File: src/rtl/quaternion_arithmetic_unit_top_macros.svh
// Assertion macros for the quaternion unit top-level RTL.
`ifndef QUATERNION_ARITHMETIC_UNIT_TOP_MACROS_SVH
`define QUATERNION_ARITHMETIC_UNIT_TOP_MACROS_SVH
`ifndef ASSERT_OFF
`define QAU_ASSERT(lbl, ck, rn, pre, post) \
  lbl: assert property (@(posedge ck) disable iff (!rn) (pre) |-> (post)) \
    else $error("%m: check failed");
`define QAU_ASSERT_NX(lbl, ck, rn, pre, post) \
  lbl: assert property (@(posedge ck) disable iff (!rn) (pre) |=> (post)) \
    else $error("%m: check failed");
`else
`define QAU_ASSERT(lbl, ck, rn, pre, post)
`define QAU_ASSERT_NX(lbl, ck, rn, pre, post)
`endif
`endif

File: src/rtl/qau_pkg.sv
// Shared types and defaults for the quaternion arithmetic unit.
`default_nettype none
package qau_pkg;
  localparam int WORD_BITS_DEF = 32;
  localparam int FRAC_BITS_DEF = 16;

  typedef enum logic [3:0] {
    OP_ADD       = 4'd0,
    OP_SUB       = 4'd1,
    OP_MUL       = 4'd2,
    OP_SCALE     = 4'd3,
    OP_DIV       = 4'd4,
    OP_CONJ      = 4'd5,
    OP_NORMALIZE = 4'd6,
    OP_NORM      = 4'd7,
    OP_NORM_SQ   = 4'd8
  } op_t;

  typedef struct packed {
    logic vld;
    op_t  op;
  } ctl_t;
endpackage
`default_nettype wire

File: src/rtl/qau_sqrt.sv
// Pipelined integer square root, one root bit per stage.
`default_nettype none
module qau_sqrt import qau_pkg::*; #(
  parameter int W      = WORD_BITS_DEF,
  parameter int SIDE_W = 1
) (
  input  logic              clk,
  input  logic              rst_n,
  input  logic              en,
  input  ctl_t              i_ctl,
  input  logic [2*W+1:0]    i_rad,
  input  logic [SIDE_W-1:0] i_side,
  output ctl_t              o_ctl,
  output logic [W:0]        o_root,
  output logic [SIDE_W-1:0] o_side
);
  localparam int N    = W + 1;
  localparam int R_W  = 2 * N;
  localparam int RM_W = N + 3;

  ctl_t              ctl_r  [N];
  logic [R_W-1:0]    rad_r  [N];
  logic [RM_W-1:0]   rem_r  [N];
  logic [N-1:0]      root_r [N];
  logic [SIDE_W-1:0] side_r [N];

  for (genvar i = 0; i < N; i++) begin : g_st
    ctl_t              c_in;
    logic [R_W-1:0]    rad_in;
    logic [RM_W-1:0]   rem_in;
    logic [N-1:0]      root_in;
    logic [SIDE_W-1:0] side_in;
    logic [RM_W-1:0]   rem_sh;
    logic [RM_W-1:0]   trial;

    if (i == 0) begin : g_first
      assign c_in    = i_ctl;
      assign rad_in  = i_rad;
      assign rem_in  = '0;
      assign root_in = '0;
      assign side_in = i_side;
    end else begin : g_next
      assign c_in    = ctl_r[i-1];
      assign rad_in  = rad_r[i-1];
      assign rem_in  = rem_r[i-1];
      assign root_in = root_r[i-1];
      assign side_in = side_r[i-1];
    end

    assign rem_sh = {rem_in[RM_W-3:0], rad_in[R_W-1 -: 2]};
    assign trial  = RM_W'({root_in, 2'b01});

    always_ff @(posedge clk) begin
      if (!rst_n) begin
        ctl_r[i] <= '0;
      end else if (en) begin
        ctl_r[i]  <= c_in;
        rad_r[i]  <= {rad_in[R_W-3:0], 2'b00};
        side_r[i] <= side_in;
        if (rem_sh >= trial) begin
          rem_r[i]  <= rem_sh - trial;
          root_r[i] <= {root_in[N-2:0], 1'b1};
        end else begin
          rem_r[i]  <= rem_sh;
          root_r[i] <= {root_in[N-2:0], 1'b0};
        end
      end
    end
  end

  assign o_ctl  = ctl_r[N-1];
  assign o_root = root_r[N-1];
  assign o_side = side_r[N-1];
endmodule
`default_nettype wire

File: config.mk
export PLATFORM = sky130hd
export DESIGN_NAME = qau_sqrt
export DESIGN_NICKNAME = d
export VERILOG_FILES = /design/src/rtl/quaternion_arithmetic_unit_top_macros.svh /design/src/rtl/qau_pkg.sv /design/src/rtl/qau_sqrt.sv
export SDC_FILE = /design/constraint.sdc
export NUM_CORES = 2
export LEC_CHECK = 0
export BUFFER_PORTS_ARGS = -buffer_cell sky130_fd_sc_hd__buf_2
export CELL_PAD_IN_SITES_DETAIL_PLACEMENT = 1
export CELL_PAD_IN_SITES_GLOBAL_PLACEMENT = 2
export CORE_UTILIZATION = 28
export DETAILED_ROUTE_END_ITERATION = 10
export MAX_ROUTING_LAYER = met4
export PLACE_DENSITY_LB_ADDON = 0.1
export SLEW_MARGIN = 20
export SYNTH_ARGS = -nofsm -noshare
export SYNTH_HDL_FRONTEND = slang
export SYNTH_MEMORY_MAX_BITS = 65536
export SYNTH_SLANG_ARGS = --single-unit
export TNS_END_PERCENT = 50
File: constraint.sdc
create_clock -name clk -period 207.9 [get_ports clk]
set_input_delay 0 -clock clk [delete_from_list [all_inputs] [get_ports clk]]
set_output_delay 0 -clock clk [all_outputs]
set_load 0.1 [all_outputs]
* Word level (Yosys, flattened, before mapping)
Memory sizes are Yosys's and may differ from the RTL's.
Index checks and enable logic that the tools add are counted.
Widths: inputs -> output; s select.
** Storage, ports and cells
- Register bits :: 0
- Output and inout bits :: 39
- Word-level logic and storage cells :: 537
- Memories kept :: 5
- Memory bits (writable) :: 4587
- Input port bits :: 75
** Memories
- rad_r :: words 33, bits a word 64, read ports 32, clocked after Yosys merged registers in 0, wr ports 33, line qau_sqrt.sv:22 : logic [R_W-1:0] rad_r [N];
- rem_r :: words 33, bits a word 36, read ports 32, clocked after Yosys merged registers in 0, wr ports 33, line qau_sqrt.sv:23 : logic [RM_W-1:0] rem_r [N];
- root_r :: words 33, bits a word 33, read ports 33, clocked after Yosys merged registers in 0, wr ports 33, line qau_sqrt.sv:24 : logic [N-1:0] root_r [N];
- ctl_r :: words 33, bits a word 5, read ports 33, clocked after Yosys merged registers in 0, wr ports 33, line qau_sqrt.sv:21 : ctl_t ctl_r [N];
- side_r :: words 33, bits a word 1, read ports 33, clocked after Yosys merged registers in 0, wr ports 33, line qau_sqrt.sv:25 : logic [SIDE_W-1:0] side_r [N];
** Cells by class
- Multiplexer cells :: 367
- Bitwise operators :: 99
- Add/sub/neg operators :: 33
- Order comparisons :: 33
** Operators with widths (count)
- $mux 36 :: 33
- $ge 36x35->1 :: 32
- $sub 36x35->36 :: 32
- $mux 33 :: 33
- $mux 1 :: 268
- $mux 5 :: 33
- $or 1x1->1 :: 99
- $sub 2x1->3 const B :: 1
- $ge 2x1->1 const B :: 1

* Longest topological paths before layout
An unclocked memory read counts as a cell.
- Word-level depth :: 7
- Depth in mapped cells :: 14
- Gate-level depth less buffers :: 12

* Worst setup path before layout
OpenSTA, ideal clock, no wires.
- Path kind :: input -> register
- Start :: input port en
- End :: memory root_r[0][0] (netlist name) (data pin)
- Setup slack :: 123.359 ns
- Data required time :: 203.958 ns
- Cell stages on the path :: 6
- Library setup time :: 3.942 ns
- Arrival time :: 80.598 ns
- Buffers on the path :: 3
- Path through :: nand2_1 clkbuf_1 clkinv_1 clkbuf_1 buf_1 nand2_1
** RTL lines
- start: declaration :: line qau_sqrt.sv:9 : input logic en,
- end: declaration :: line qau_sqrt.sv:24

==> impl_metrics.env <==
export IMPL_status="completed"
export IMPL_hold_class="input pin to flip-flop"
export IMPL_wl_um=333800
export IMPL_cp_start_kind="flip-flop"
export IMPL_clock_power_share_pct=42.2
export IMPL_power_leakage_nw=55.76
export IMPL_initial_core_util_pct=28.16
export IMPL_num_rows=251
export IMPL_hold_viol_final=0
export IMPL_peakVddDrop_v=0.000006603
export IMPL_yosys_warnings=0
export IMPL_r2r_end="rem_r[11][33]"
export IMPL_cts_tree="yes"
export IMPL_fin_tns_setup_ps=0
export IMPL_slew_violations=0
export IMPL_drive_gt1_share_pct=8.518
export IMPL_grtUsageTotal_pct=14.33
export IMPL_clock_latency_ps=960
export IMPL_rrSetupSlack_ps=203540
export IMPL_slew_headroom_pct=19.46
export IMPL_synth_seq_cells=2852
export IMPL_switching_share_pct=24.78
export IMPL_via_per_inst=4.635
export IMPL_finalCriticalPeriod_ps=4360
export IMPL_min_to="rad_r[0][39]"
export IMPL_path_clk_slew_ps=60
export IMPL_cts_resized=0
export IMPL_synth_flop_cell="edfxtp_1"
export IMPL_grt_max_degree=156
export IMPL_synth_top_area_cell="edfxtp_1"
export IMPL_syn_inst=10130
export IMPL_min_path_cells=3
export IMPL_postRouteAntennaNets=0
export IMPL_die_h_um=688.0
export IMPL_layout_setup_ws_ps=203540
export IMPL_drtIter0Drc=3989
export IMPL_clockBufferDepth=4
export IMPL_routedWlPerCell_um=19.55
export IMPL_syn_area_um2=131800
export IMPL_grt_pass1_vias=84360
export IMPL_cts_buffers=344
export IMPL_async_flop_share_pct=0
export IMPL_area_growth_pct=16.12
export IMPL_synth_common_cells="edfxtp_1, inv_1, nand2_1, o21ai_0, ha_1"
export IMPL_crit_required_ps=208540
export IMPL_rsz0062_at_grt="no"
export IMPL_root_buffer="clkbuf_16"
export IMPL_drc=0
export IMPL_pwr_share_comb_pct=9.9
export IMPL_fin_nets=11280
export IMPL_critPathArrivalTime_ps=5000
export IMPL_setup_viol=0
export IMPL_skew_ps=54.15
export IMPL_crit_top_cell="buf_4"
export IMPL_drt_pass1_iter_count=5
export IMPL_rr_worst_depth=13
export IMPL_fin_crit_sh_pct=2.097
export IMPL_critPathCaptureType="flip-flop"
export IMPL_clock_fmax_ghz=0.2294
export IMPL_ys_seq_area_share_pct=64.99
export IMPL_gr_total_overflow=0
export IMPL_vias=79120
export IMPL_antenna_found_initial=9
export IMPL_routabilityCongestion=0.7911
export IMPL_crit_path_cell_trace="ha_1, nor2b_1, o2111ai_1, a31oi_1, a2111oi_0, o21ai_0, buf_4, a21boi_1, buf_4, inv_2, o211ai_1, nor4_1, xor2_1"
export IMPL_cellPowerDensity_nw_per_um2=9.425
export IMPL_synth_edf_count=2851
export IMPL_yosysMostFrequentCell="edfxtp_1"
export IMPL_slowest_stage="a2111oi_0"
export IMPL_die_w_um=688.0
export IMPL_cpPeakStageDelay_ps=700
export IMPL_reg2reg_from="rem_r[10][0]"
export IMPL_cts_hold_buffers=154
export IMPL_synthTopCellsByArea="edfxtp_1, ha_1, xor2_1"
export IMPL_post_cts_buffers=0
export IMPL_p_int_w=0.001085
export IMPL_place_ws_ps=203040
export IMPL_cts_max_level=5
export IMPL_synthDominantCellAreaShare_pct=64.98
export IMPL_synth_cell_types=100
export IMPL_drv_cap=0
export IMPL_path_max_fanout=22
export IMPL_power_switching_w=0.0003573
export IMPL_port_buffers=113
export IMPL_worstHoldStart="i_rad[39]"
export IMPL_pwr_share_seq_pct=47.8
export IMPL_path_class="flip-flop to flip-flop"
export IMPL_dp_hpwl_um=241100
export IMPL_dieArea_um2=473300
export IMPL_syn_num_nets=10800
export IMPL_io_pins=114
export IMPL_core_um2=467900
export IMPL_syn_mean_instance_area_um2=13.01
export IMPL_grt_pass1_wl_um=517300
export IMPL_tightest_slew_ps=1193
export IMPL_cts_sinks=2852
[metal layers]
metal / vias up / GRT usage (%) / share of wire (%)
met5: - / - / 0
met4: 0 / 3.604 / 2.5
met3: 446 / 1.717 / 2.7
met2: 775 / 24.39 / 49
met1: 39340 / 18.15 / 46
li1: 38560 / - / -
[through the flow]
step	utilization (%)	cells	total power, W	hold WS, ps	area (um2)
floorplan	-	10130	0.0008772	98.87	131800
global placement	29.92	16300	0.0008445	177.2	140000
detailed placement	29.93	16300	0.0008461	178.4	140000
CTS	32.69	17070	0.001474	141.5	153000
global route	32.70	17070	0.001509	205.2	153000
finish	32.70	17070	0.001442	283.8	153000
[critical path: cells and delay by family (launching register included)]
family	cells	cell delay [ps]
XOR/XNOR	1	200
AND/OR/NAND/NOR	2	380
adder cells (fa/ha/maj)	1	360
flip-flops	1	400
AO/OA/AOI/OAI	6	2080
buffers and inverters	3	600
[flip-flops by register name (all words and copies together), names as in the netlist]
| register | cells |
|---|---|
| ctl_r | 165 |
| rad_r | 1056 |
| root_r | 561 |
| rem_r | 1037 |
| side_r | 33 |
[cells by family (layout without fill, tap and decap cells)]
family | Yosys count | in the layout | synth area share [%]
AOI/OAI and AO/OA | 1976 | 1976 | 9.246
xor gates and xnor gates | 889 | 889 | 5.915
adders and majority gates | 597 | 597 | 5.669
buffers and inverters | 962 | 1703 | 2.766
DFF | 2852 | 2852 | 64.99
muxes | 98 | 98 | 0.8271
other | 0 | 3 | 0
and+or+nand+nor | 2756 | 2756 | 10.58
[placed cells by master (no fill, tap or decap), drive strengths merged, types with 52 or more instances in the layout]
cell type,synthesis,routed
a211oi,58,58
a21o,215,215
a21oi,566,566
a31oi,54,54
and3,214,214
buf,28,194
clkbuf,193,412
clkinv,2,140
dlygate4sd3,0,154
edfxtp,2851,2851
ha,597,597
inv,739,751
mux2,87,87
nand2,718,718
nand2b,124,124
nand3,162,162
nand4,109,109
nor2,585,585
nor2b,87,87
nor3,250,250
nor4,133,133
o21a,98,98
o21ai,615,615
o21bai,52,52
or2,56,56
or3,121,121
or4,67,67
xnor2,444,444
xor2,445,445
[power by group through the flow]
stage | sequential [W] | clock (W) | combinational, W
after floorplan | 0.000776 | 0 | 0.000101
after global placement | 0.000703 | 0 | 0.000141
after detailed placement | 0.000703 | 0 | 0.000143
after CTS | 0.000691 | 0.000636 | 0.000146
after global routing | 0.000693 | 0.000654 | 0.000161
final | 0.000690 | 0.000609 | 0.000143
[worst max path at each step]
stage | startpoint | end | slack [ps] | depth (start not counted)
2_1_floorplan | en | root_r[0][0] | 123360 | 6
3_3_place_gp | rst_n | rad_r[0][139] | 203290 | 8
3_5_place_dp | rst_n | rad_r[0][205] | 203040 | 8
4_1_cts | rem_r[10][0] | rem_r[11][33] | 203490 | 13
5_1_grt | rem_r[10][0] | rem_r[11][33] | 203200 | 13
6_report | rem_r[10][0] | rem_r[11][33] | 203540 | 13
[final cells by class]
class                           instances  area [um2]
Antenna cell                            3       7.507
Sequential cell                      2852       85630
Clock inverter                        202        2480
Timing Repair Buffer                  348        2765
Tap cell                             6198        7755
Fill cell                           49610      314900
Multi-Input combinational cell       6316       42650
Clock buffer                          412        8925
Inverter                              741        2789
Power figures use the tool's default switching activity.
